File: config.mk
export PLATFORM = sky130hd
export DESIGN_NAME = md5_digest_stream_flat
export DESIGN_NICKNAME = d
export VERILOG_FILES = /design/src/rtl/md5ds_pkg.sv /design/src/rtl/md5ds_if.sv /design/src/rtl/md5_digest_stream.sv /design/src/rtl/md5ds_round.sv /design/src/flat_wrapper.sv
export SDC_FILE = /design/constraint.sdc
export NUM_CORES = 2
export LEC_CHECK = 0
export ABC_AREA = 0
export BUFFER_PORTS_ARGS = -buffer_cell sky130_fd_sc_hd__buf_2
export CAP_MARGIN = 20
export CELL_PAD_IN_SITES_DETAIL_PLACEMENT = 0
export CELL_PAD_IN_SITES_GLOBAL_PLACEMENT = 1
export CORE_UTILIZATION = 51
export DETAILED_ROUTE_END_ITERATION = 16
export PLACE_DENSITY = 0.8
export SYNTH_ARGS = -nofsm -noshare
export SYNTH_HDL_FRONTEND = slang
export SYNTH_SLANG_ARGS = --single-unit
File: constraint.sdc
create_clock -name clk -period 13.62 [get_ports clk]
set_clock_uncertainty 0.15 [all_clocks]
set_input_delay 3.405 -clock clk [delete_from_list [all_inputs] [get_ports clk]]
set_output_delay 3.405 -clock clk [all_outputs]
set_load 0.01 [all_outputs]
File: src/rtl/md5ds_pkg.sv
// ----------------------------------------------------------------------------
// md5ds_pkg
// Shared types, constants and round functions of the MD5 digest stream.
// ----------------------------------------------------------------------------
package md5ds_pkg;

	typedef logic [31:0]       word_t;
	typedef logic [3:0][31:0]  chain_t;

	localparam word_t INIT_A = 32'h6745_2301;
	localparam word_t INIT_B = 32'hefcd_ab89;
	localparam word_t INIT_C = 32'h98ba_dcfe;
	localparam word_t INIT_D = 32'h1032_5476;

	localparam logic [3:0] LEN_LO_IDX  = 4'd14;
	localparam logic [3:0] LEN_HI_IDX  = 4'd15;
	localparam logic [5:0] LAST_ROUND  = 6'd63;
	localparam logic [2:0] FULL_WORD   = 3'd4;
	localparam word_t      PAD_MARK    = 32'h0000_0080;

	typedef enum logic [1:0] {
		S_IDLE,
		S_ROUND,
		S_PAD,
		S_FIN
	} seq_state_t;

	typedef struct packed {
		logic start;
		logic clear;
	} rnd_ctl_t;

	typedef struct packed {
		logic busy;
		logic done;
	} rnd_sts_t;

	function automatic word_t md5ds_k(input logic [5:0] i);
		word_t k;
		case (i)
			6'd0:  k = 32'hd76aa478;  6'd1:  k = 32'he8c7b756;
			6'd2:  k = 32'h242070db;  6'd3:  k = 32'hc1bdceee;
			6'd4:  k = 32'hf57c0faf;  6'd5:  k = 32'h4787c62a;
			6'd6:  k = 32'ha8304613;  6'd7:  k = 32'hfd469501;
			6'd8:  k = 32'h698098d8;  6'd9:  k = 32'h8b44f7af;
			6'd10: k = 32'hffff5bb1;  6'd11: k = 32'h895cd7be;
			6'd12: k = 32'h6b901122;  6'd13: k = 32'hfd987193;
			6'd14: k = 32'ha679438e;  6'd15: k = 32'h49b40821;
			6'd16: k = 32'hf61e2562;  6'd17: k = 32'hc040b340;
			6'd18: k = 32'h265e5a51;  6'd19: k = 32'he9b6c7aa;
			6'd20: k = 32'hd62f105d;  6'd21: k = 32'h02441453;
			6'd22: k = 32'hd8a1e681;  6'd23: k = 32'he7d3fbc8;
			6'd24: k = 32'h21e1cde6;  6'd25: k = 32'hc33707d6;
			6'd26: k = 32'hf4d50d87;  6'd27: k = 32'h455a14ed;
			6'd28: k = 32'ha9e3e905;  6'd29: k = 32'hfcefa3f8;
			6'd30: k = 32'h676f02d9;  6'd31: k = 32'h8d2a4c8a;
			6'd32: k = 32'hfffa3942;  6'd33: k = 32'h8771f681;
			6'd34: k = 32'h6d9d6122;  6'd35: k = 32'hfde5380c;
			6'd36: k = 32'ha4beea44;  6'd37: k = 32'h4bdecfa9;
			6'd38: k = 32'hf6bb4b60;  6'd39: k = 32'hbebfbc70;
			6'd40: k = 32'h289b7ec6;  6'd41: k = 32'heaa127fa;
			6'd42: k = 32'hd4ef3085;  6'd43: k = 32'h04881d05;
			6'd44: k = 32'hd9d4d039;  6'd45: k = 32'he6db99e5;
			6'd46: k = 32'h1fa27cf8;  6'd47: k = 32'hc4ac5665;
			6'd48: k = 32'hf4292244;  6'd49: k = 32'h432aff97;
			6'd50: k = 32'hab9423a7;  6'd51: k = 32'hfc93a039;
			6'd52: k = 32'h655b59c3;  6'd53: k = 32'h8f0ccc92;
			6'd54: k = 32'hffeff47d;  6'd55: k = 32'h85845dd1;
			6'd56: k = 32'h6fa87e4f;  6'd57: k = 32'hfe2ce6e0;
			6'd58: k = 32'ha3014314;  6'd59: k = 32'h4e0811a1;
			6'd60: k = 32'hf7537e82;  6'd61: k = 32'hbd3af235;
			6'd62: k = 32'h2ad7d2bb;  6'd63: k = 32'heb86d391;
			default: k = '0;
		endcase
		return k;
	endfunction

	function automatic logic [4:0] md5ds_shift(input logic [5:0] i);
		logic [4:0] s;
		case ({i[5:4], i[1:0]})
			4'h0: s = 5'd7;   4'h1: s = 5'd12;  4'h2: s = 5'd17;  4'h3: s = 5'd22;
			4'h4: s = 5'd5;   4'h5: s = 5'd9;   4'h6: s = 5'd14;  4'h7: s = 5'd20;
			4'h8: s = 5'd4;   4'h9: s = 5'd11;  4'ha: s = 5'd16;  4'hb: s = 5'd23;
			4'hc: s = 5'd6;   4'hd: s = 5'd10;  4'he: s = 5'd15;  4'hf: s = 5'd21;
			default: s = '0;
		endcase
		return s;
	endfunction

	// message word index per round, mod 16
	function automatic logic [3:0] md5ds_msg_idx(input logic [5:0] i);
		logic [3:0] j;
		logic [3:0] g;
		j = i[3:0];
		case (i[5:4])
			2'd0:    g = j;
			2'd1:    g = 4'((j << 2) + j + 4'd1);
			2'd2:    g = 4'((j << 1) + j + 4'd5);
			default: g = 4'((j << 3) - j);
		endcase
		return g;
	endfunction

	function automatic word_t md5ds_fun(input logic [1:0] grp, input word_t b,
		input word_t c, input word_t d);
		word_t f;
		case (grp)
			2'd0:    f = (b & c) | (~b & d);
			2'd1:    f = (d & b) | (~d & c);
			2'd2:    f = b ^ c ^ d;
			default: f = c ^ (b | ~d);
		endcase
		return f;
	endfunction

	function automatic word_t md5ds_rotl(input word_t x, input logic [4:0] s);
		logic [63:0] t;
		t = {x, x} << s;
		return t[63:32];
	endfunction

endpackage

File: src/rtl/md5ds_if.sv
// ----------------------------------------------------------------------------
// md5ds_if
// Valid/ready channels of the MD5 digest stream: message words in, digests out.
// ----------------------------------------------------------------------------
interface md5ds_msg_if;
	logic        valid;
	logic        ready;
	logic [31:0] msg_word;
	logic [2:0]  n_bytes;
	logic        last_word;

	modport source(output valid, output msg_word, output n_bytes, output last_word,
		input ready);
	modport sink(input valid, input msg_word, input n_bytes, input last_word,
		output ready);
endinterface

interface md5ds_dig_if;
	logic        valid;
	logic        ready;
	logic [31:0] digest_a;
	logic [31:0] digest_b;
	logic [31:0] digest_c;
	logic [31:0] digest_d;

	modport source(output valid, output digest_a, output digest_b, output digest_c,
		output digest_d, input ready);
	modport sink(input valid, input digest_a, input digest_b, input digest_c,
		input digest_d, output ready);
endinterface

File: src/rtl/md5_digest_stream.sv
// ----------------------------------------------------------------------------
// md5_digest_stream
// Streaming MD5: gathers message words, pads the message, returns the digest.
// ----------------------------------------------------------------------------
// Words are taken one per cycle into a 16-word block buffer while the block is
// idle. The 16th word of a block starts compression, which runs through a
// single round datapath: 64 rounds and one chaining add, during which no word
// is taken. After the word flagged last the block writes the padding and the
// 64-bit bit count one word a cycle, into the same block when the count fits;
// otherwise it pads that block out, runs one more compression and writes the
// count into an extra block. Then the digest is loaded into the output register.
// The next message may start while the digest still waits to be taken.
module md5_digest_stream (
	input  logic         clk,
	input  logic         arst_n,
	md5ds_msg_if.sink    msg,
	md5ds_dig_if.source  digest
);
	import md5ds_pkg::*;

	seq_state_t  state_q;
	seq_state_t  state_nx;
	logic [3:0]  wi_q;
	logic        pad80_q;
	logic        len_done_q;
	logic        padding_q;
	logic [60:0] byte_cnt_q;
	word_t       buf_q [16];

	logic        dig_valid_q;
	word_t       dig_a_q;
	word_t       dig_b_q;
	word_t       dig_c_q;
	word_t       dig_d_q;

	rnd_ctl_t    rctl;
	rnd_sts_t    rsts;
	logic [3:0]  rd_idx;
	chain_t      chain;

	logic        accept;
	logic        fin_load;
	logic        buf_we;
	word_t       buf_wdata;
	logic [2:0]  n_eff;
	word_t       last_data;
	word_t       pad_data;

	md5ds_round u_round (
		.clk      (clk),
		.arst_n   (arst_n),
		.ctl      (rctl),
		.sts      (rsts),
		.msg_idx  (rd_idx),
		.msg_data (buf_q[rd_idx]),
		.chain    (chain)
	);

	assign accept = msg.valid && msg.ready;

	always_comb begin
		n_eff = (!msg.last_word || msg.n_bytes > FULL_WORD) ? FULL_WORD : msg.n_bytes;
		case (n_eff)
			3'd0:    last_data = PAD_MARK;
			3'd1:    last_data = {16'h0, 8'h80, msg.msg_word[7:0]};
			3'd2:    last_data = {8'h0, 8'h80, msg.msg_word[15:0]};
			3'd3:    last_data = {8'h80, msg.msg_word[23:0]};
			default: last_data = msg.msg_word;
		endcase
		// length words only once the 0x80 marker sits behind us
		if (pad80_q) begin
			pad_data = PAD_MARK;
		end else if (wi_q == LEN_LO_IDX) begin
			pad_data = {byte_cnt_q[28:0], 3'b000};
		end else if (wi_q == LEN_HI_IDX && len_done_q) begin
			pad_data = byte_cnt_q[60:29];
		end else begin
			pad_data = '0;
		end
	end

	// next state
	always_comb begin
		state_nx = state_q;
		case (state_q)
			S_IDLE: begin
				if (accept) begin
					if (wi_q == LEN_HI_IDX) begin
						state_nx = S_ROUND;
					end else if (msg.last_word) begin
						state_nx = S_PAD;
					end
				end
			end
			S_PAD: begin
				if (wi_q == LEN_HI_IDX) begin
					state_nx = S_ROUND;
				end
			end
			S_ROUND: begin
				if (rsts.done) begin
					if (len_done_q) begin
						state_nx = S_FIN;
					end else if (padding_q) begin
						state_nx = S_PAD;
					end else begin
						state_nx = S_IDLE;
					end
				end
			end
			S_FIN: begin
				if (!dig_valid_q || digest.ready) begin
					state_nx = S_IDLE;
				end
			end
			default: state_nx = S_IDLE;
		endcase
	end

	// outputs
	always_comb begin
		msg.ready  = 1'b0;
		buf_we     = 1'b0;
		buf_wdata  = pad_data;
		fin_load   = 1'b0;
		case (state_q)
			S_IDLE: begin
				msg.ready = 1'b1;
				buf_we    = accept;
				buf_wdata = msg.last_word ? last_data : msg.msg_word;
			end
			S_PAD: begin
				buf_we = 1'b1;
			end
			S_FIN: begin
				fin_load = !dig_valid_q || digest.ready;
			end
			default: begin
				buf_we = 1'b0;
			end
		endcase
		rctl.start = buf_we && (wi_q == LEN_HI_IDX);
		rctl.clear = fin_load;
	end

	always_ff @(posedge clk or negedge arst_n) begin
		if (!arst_n) begin
			state_q     <= S_IDLE;
			wi_q        <= '0;
			pad80_q     <= 1'b0;
			len_done_q  <= 1'b0;
			padding_q   <= 1'b0;
			byte_cnt_q  <= '0;
			dig_valid_q <= 1'b0;
		end else begin
			state_q <= state_nx;
			if (buf_we) begin
				wi_q <= wi_q + 4'd1;
			end
			if (accept) begin
				byte_cnt_q <= byte_cnt_q + 61'(n_eff);
				if (msg.last_word) begin
					padding_q <= 1'b1;
					pad80_q   <= (n_eff == FULL_WORD);
				end
			end
			if (state_q == S_PAD) begin
				pad80_q <= 1'b0;
				if (!pad80_q && wi_q == LEN_LO_IDX) begin
					len_done_q <= 1'b1;
				end
			end
			if (fin_load) begin
				padding_q   <= 1'b0;
				len_done_q  <= 1'b0;
				byte_cnt_q  <= '0;
				dig_valid_q <= 1'b1;
			end else if (digest.ready) begin
				dig_valid_q <= 1'b0;
			end
		end
	end

	always_ff @(posedge clk) begin
		if (buf_we) begin
			buf_q[wi_q] <= buf_wdata;
		end
		if (fin_load) begin
			dig_a_q <= chain[0];
			dig_b_q <= chain[1];
			dig_c_q <= chain[2];
			dig_d_q <= chain[3];
		end
	end

	assign digest.valid    = dig_valid_q;
	assign digest.digest_a = dig_a_q;
	assign digest.digest_b = dig_b_q;
	assign digest.digest_c = dig_c_q;
	assign digest.digest_d = dig_d_q;

	a_start_idle: assert property (@(posedge clk) disable iff (!arst_n)
		rctl.start |-> !rsts.busy)
		else $error("compression started while round unit busy");

	a_done_in_round: assert property (@(posedge clk) disable iff (!arst_n)
		rsts.done |-> state_q == S_ROUND)
		else $error("round unit finished outside round state");

	a_fin_aligned: assert property (@(posedge clk) disable iff (!arst_n)
		state_q == S_FIN |-> wi_q == '0 && !pad80_q)
		else $error("digest stage reached with partial block");

	a_fin_shows: assert property (@(posedge clk) disable iff (!arst_n)
		fin_load |=> digest.valid)
		else $error("digest not presented after load");

	a_no_overwrite: assert property (@(posedge clk) disable iff (!arst_n)
		fin_load |-> !digest.valid || digest.ready)
		else $error("pending digest overwritten");

endmodule

File: src/rtl/md5ds_round.sv
// ----------------------------------------------------------------------------
// md5ds_round
// One MD5 round per cycle over a shared datapath; holds the chaining words.
// ----------------------------------------------------------------------------
module md5ds_round (
	input  logic                clk,
	input  logic                arst_n,
	input  md5ds_pkg::rnd_ctl_t ctl,
	output md5ds_pkg::rnd_sts_t sts,
	output logic [3:0]          msg_idx,
	input  md5ds_pkg::word_t    msg_data,
	output md5ds_pkg::chain_t   chain
);
	import md5ds_pkg::*;

	logic       busy_q;
	logic       add_q;
	logic [5:0] rnd_q;
	chain_t     st_q;     // [0]=a [1]=b [2]=c [3]=d
	chain_t     chain_q;

	word_t f;
	word_t sum;
	word_t new_b;

	assign msg_idx = md5ds_msg_idx(rnd_q);

	always_comb begin
		f     = md5ds_fun(rnd_q[5:4], st_q[1], st_q[2], st_q[3]);
		sum   = st_q[0] + f + md5ds_k(rnd_q) + msg_data;
		new_b = st_q[1] + md5ds_rotl(sum, md5ds_shift(rnd_q));
	end

	always_ff @(posedge clk or negedge arst_n) begin
		if (!arst_n) begin
			busy_q  <= 1'b0;
			add_q   <= 1'b0;
			rnd_q   <= '0;
			st_q    <= '0;
			chain_q <= {INIT_D, INIT_C, INIT_B, INIT_A};
		end else begin
			add_q <= busy_q && !ctl.start && (rnd_q == LAST_ROUND);
			if (ctl.start) begin
				st_q   <= chain_q;
				rnd_q  <= '0;
				busy_q <= 1'b1;
			end else if (busy_q) begin
				st_q  <= {st_q[2], st_q[1], new_b, st_q[3]};
				rnd_q <= rnd_q + 6'd1;
				if (rnd_q == LAST_ROUND) begin
					busy_q <= 1'b0;
				end
			end
			if (add_q) begin
				for (int i = 0; i < 4; i++) begin
					chain_q[i] <= chain_q[i] + st_q[i];
				end
			end
			if (ctl.clear) begin
				chain_q <= {INIT_D, INIT_C, INIT_B, INIT_A};
			end
		end
	end

	assign sts.busy = busy_q | add_q;
	assign sts.done = add_q;
	assign chain    = chain_q;

endmodule

File: src/flat_wrapper.sv
// flat-port wrapper written by rule: the top's interface ports become plain ports
module md5_digest_stream_flat import md5ds_pkg::*;
  (clk, arst_n, msg_valid, msg_msg_word, msg_n_bytes, msg_last_word, msg_ready, digest_valid, digest_digest_a, digest_digest_b, digest_digest_c, digest_digest_d, digest_ready);
  md5ds_msg_if msg_i ();
  md5ds_dig_if digest_i ();
  input  logic clk;
  input  logic arst_n;
  input wire logic [$bits(msg_i.valid)-1:0] msg_valid;
  input wire logic [$bits(msg_i.msg_word)-1:0] msg_msg_word;
  input wire logic [$bits(msg_i.n_bytes)-1:0] msg_n_bytes;
  input wire logic [$bits(msg_i.last_word)-1:0] msg_last_word;
  output wire logic [$bits(msg_i.ready)-1:0] msg_ready;
  output wire logic [$bits(digest_i.valid)-1:0] digest_valid;
  output wire logic [$bits(digest_i.digest_a)-1:0] digest_digest_a;
  output wire logic [$bits(digest_i.digest_b)-1:0] digest_digest_b;
  output wire logic [$bits(digest_i.digest_c)-1:0] digest_digest_c;
  output wire logic [$bits(digest_i.digest_d)-1:0] digest_digest_d;
  input wire logic [$bits(digest_i.ready)-1:0] digest_ready;
  assign msg_i.valid = msg_valid;
  assign msg_i.msg_word = msg_msg_word;
  assign msg_i.n_bytes = msg_n_bytes;
  assign msg_i.last_word = msg_last_word;
  assign msg_ready = msg_i.ready;
  assign digest_valid = digest_i.valid;
  assign digest_digest_a = digest_i.digest_a;
  assign digest_digest_b = digest_i.digest_b;
  assign digest_digest_c = digest_i.digest_c;
  assign digest_digest_d = digest_i.digest_d;
  assign digest_i.ready = digest_ready;
  md5_digest_stream u_core (.clk(clk), .arst_n(arst_n), .msg(msg_i), .digest(digest_i));
endmodule
==> results.sh <==
export IMPL_grt_pass1_vias=39767
export IMPL_rr_startpoint="u_core.u_round.rnd_q[1]"
export IMPL_relSlewSlack_pct=23.3
export IMPL_gp_congestion=0.968
export IMPL_critPathTopFamily="compound AO/OA/AOI/OAI gates"
export IMPL_required_ns=14.10
export IMPL_ant_nets=0
export IMPL_routed_via_density=6.23
export IMPL_crit_buf_inv=2
export IMPL_hold_path_class="reg2reg"
export IMPL_syn_to_final_growth_pct=10.9
export IMPL_tightest_slew_ns=1.14
export IMPL_clock_sinks=975
export IMPL_drt_initial_drc_count=4302
export IMPL_async_flop_share_pct=34.4
export IMPL_die_h_microns=333
export IMPL_worstHoldStart="u_core.u_round.chain[64]"
export IMPL_synthMuxAreaShare_pct=10.6
export IMPL_critical_path_class="reg2reg"
export IMPL_drive_gt1_share_pct=13.6
export IMPL_setup_violations=0
export IMPL_crit_path_start="u_core.u_round.rnd_q[1]"
export IMPL_status="completed"
export IMPL_num_vias=41367
export IMPL_syn_nets=5367
export IMPL_arrival_ns=12.04
export IMPL_synth_xor_area_share_pct=3.67
export IMPL_synth_top_area_share_pct=34.5
export IMPL_r2r_cells=36
export IMPL_synthDistinctLibCells=84
export IMPL_io_buffers=169
export IMPL_synth_edff_count=640
export IMPL_drcViolationCount=0
export IMPL_nNetsFinal=5490
export IMPL_antenna_found_initial=7
export IMPL_holdPathEnd="u_core.digest.digest_c[0]"
export IMPL_dieArea_sq_mm=0.111
export IMPL_synth_adder_area_share_pct=7.73
export IMPL_hold_viol_final=0
export IMPL_core_sq_mm=0.108
export IMPL_ys_ff_latch=975
export IMPL_cts_resized=0
export IMPL_synth_simple_area_share_pct=11.0
export IMPL_synth_area_sq_mm=0.0558
export IMPL_synth_avg_cell_area_sq_um=11.1
export IMPL_cp_start_kind="register"
export IMPL_rsz0062_at_grt="false"
export IMPL_num_io_pins=170
export IMPL_initial_utilization_pct=51.7
export IMPL_place_hpwl_microns=121000
export IMPL_synth_top_family_by_area="compound AO/OA/AOI/OAI gates"
export IMPL_syn_inst=5026
export IMPL_reg2reg_to="u_core.u_round.st_q[62]"
export IMPL_worst_setup_path_end_kind="register"
export IMPL_synth_compound_area_share_pct=14.7
export IMPL_htreeDepth=3
export IMPL_synth_main_ff_cell="edfxtp_1"
export IMPL_final_min_period_over_clock_period_pct=84.9
export IMPL_clk_latency_ns=0.74
export IMPL_ys_warn_count=0
export IMPL_rows=120
export IMPL_cts_hold_buf=0
export IMPL_synth_area_leader_cell="edfxtp_1"
export IMPL_fmax_mhz=86.5
export IMPL_cts_buffers_inserted=100
export IMPL_grt_max_degree=168
export IMPL_wirelength_microns=175000
export IMPL_drv_cap=0
export IMPL_holdPathStages=0
export IMPL_grt_first_pass_wirelength_microns=260000
export IMPL_clockBufferDepth=3
export IMPL_overflow=0
export IMPL_cts_setup_buffers=0
export IMPL_pre_cts_slack_ns=2.39
export IMPL_cts_tree="yes"
export IMPL_path_clk_slew_ns=0.07
export IMPL_slowest_delay_ns=0.89
export IMPL_setup_slack_ns=2.06
export IMPL_ys_seq_area_share_pct=49.6
export IMPL_drt_pass1_iter_count=6
export IMPL_post_drt_wl_per_cell_microns=26.3
export IMPL_tns_ns=0
export IMPL_netlist_top_cells_area="edfxtp_1 (34%), dfrtp_1 (12%), mux4_2 (5.3%)"
export IMPL_slew_viol_final=0
export IMPL_fin_crit_ns=11.56
export IMPL_cts_root_buf="clkbuf_16"
export IMPL_crit_slowest_cell="mux4_4"
export IMPL_floorplan_die_width_microns=333
export IMPL_track_usage_pct=31.4
export IMPL_cp_max_fo=45
export IMPL_reg2reg_slack_ns=2.06
[routing by layer]
| metal | vias to the layer above | global-route usage, % | wire [microns] |
|---|---|---|---|
| li1 | 18936 | - | - |
| met1 | 20450 | 42.8 | 72900 |
| met2 | 1654 | 51.1 | 82500 |
| met3 | 327 | 3.95 | 11500 |
| met4 | 0 | 12.6 | 7590 |
| met5 | - | 0 | 0 |
[final cells by class]
| cell class | instances | area [sq um] |
|---|---|---|
| Antenna cell | 3 | 7.51 |
| Clock buffer | 112 | 2550 |
| Clock inverter | 78 | 958 |
| Fill cell | 8972 | 45900 |
| Inverter | 142 | 548 |
| Multi-Input combinational cell | 3653 | 26700 |
| Sequential cell | 975 | 27700 |
| Tap cell | 1403 | 1760 |
| Timing Repair Buffer | 277 | 1710 |
[registers in the layout (all words and copies together) (netlist names), 2 cells and up]
name	count
u_core.digest.digest_b	32
u_core.digest.digest_c	32
u_core.digest.digest_d	32
u_core.buf_q	512
u_core.digest.digest_a	32
u_core.byte_cnt_q	61
u_core.u_round.chain	128
u_core.u_round.rnd_q	6
u_core.u_round.st_q	128
u_core.wi_q	4
u_core.state_q	2
[stage by stage]
stage                     hold WS, ns  instance area, sq um  std cells  utilization (%)
after CTS                       0.364                 61800       6636             57.4
after global placement          0.350                 58300       6446             54.1
final                           0.366                 61900       6643             57.4
after detailed placement        0.348                 58300       6446             54.1
after floorplan                 0.313                 55800       5026                -
after global routing            0.381                 61900       6640             57.4
[placed cells by master, fill, tap and decap left out, types with 68 or more instances in the layout]
cell,synthesis,layout
buf_4,0,104
dfrtp_1,271,265
ha_1,228,228
clkbuf_16,0,100
nor2b_1,116,116
inv_1,138,136
a21o_1,70,70
mux4_2,131,130
buf_2,24,168
fa_1,73,73
nand2_1,497,497
xor2_1,84,84
nor3_1,73,73
mux2i_1,270,270
a21oi_1,362,362
o21ai_0,459,445
a211oi_1,82,82
edfxtp_1,640,640
nor2_1,379,377
xnor2_1,147,145
nand3_1,69,68
[logic make-up after synthesis]
logic type               after synthesis
AO/OA/AOI/OAI                       1345
XOR/XNOR                             232
adder cells (fa/ha/maj)              301
buffers and inverters                398
flip-flops                           975
multiplexers                         422
AND/OR/NAND/NOR                     1353
[worst max path at each step]
stage / endpoint / depth (start not counted) / slack (ns)
6_report: u_core.u_round.st_q[62] / 36 / 2.06
4_1_cts: u_core.u_round.st_q[62] / 36 / 2.30
2_1_floorplan: u_core.u_round.st_q[62] / 40 / 2.92
5_1_grt: u_core.u_round.st_q[62] / 37 / 1.54
3_5_place_dp: u_core.u_round.st_q[62] / 37 / 2.39
3_3_place_gp: u_core.u_round.st_q[62] / 37 / 2.64
[cells in the mapped netlist (82+ instances only)]
library cell,n
edfxtp_1,640
nand2_1,497
o21ai_0,459
nor2_1,379
a21oi_1,362
dfrtp_1,271
mux2i_1,270
ha_1,228
clkbuf_1,190
xnor2_1,147
inv_1,138
mux4_2,131
nor2b_1,116
xor2_1,84
a211oi_1,82
Power is not shown: default switching activity piles up to over one toggle a cycle in this logic, so the estimate is an artifact.
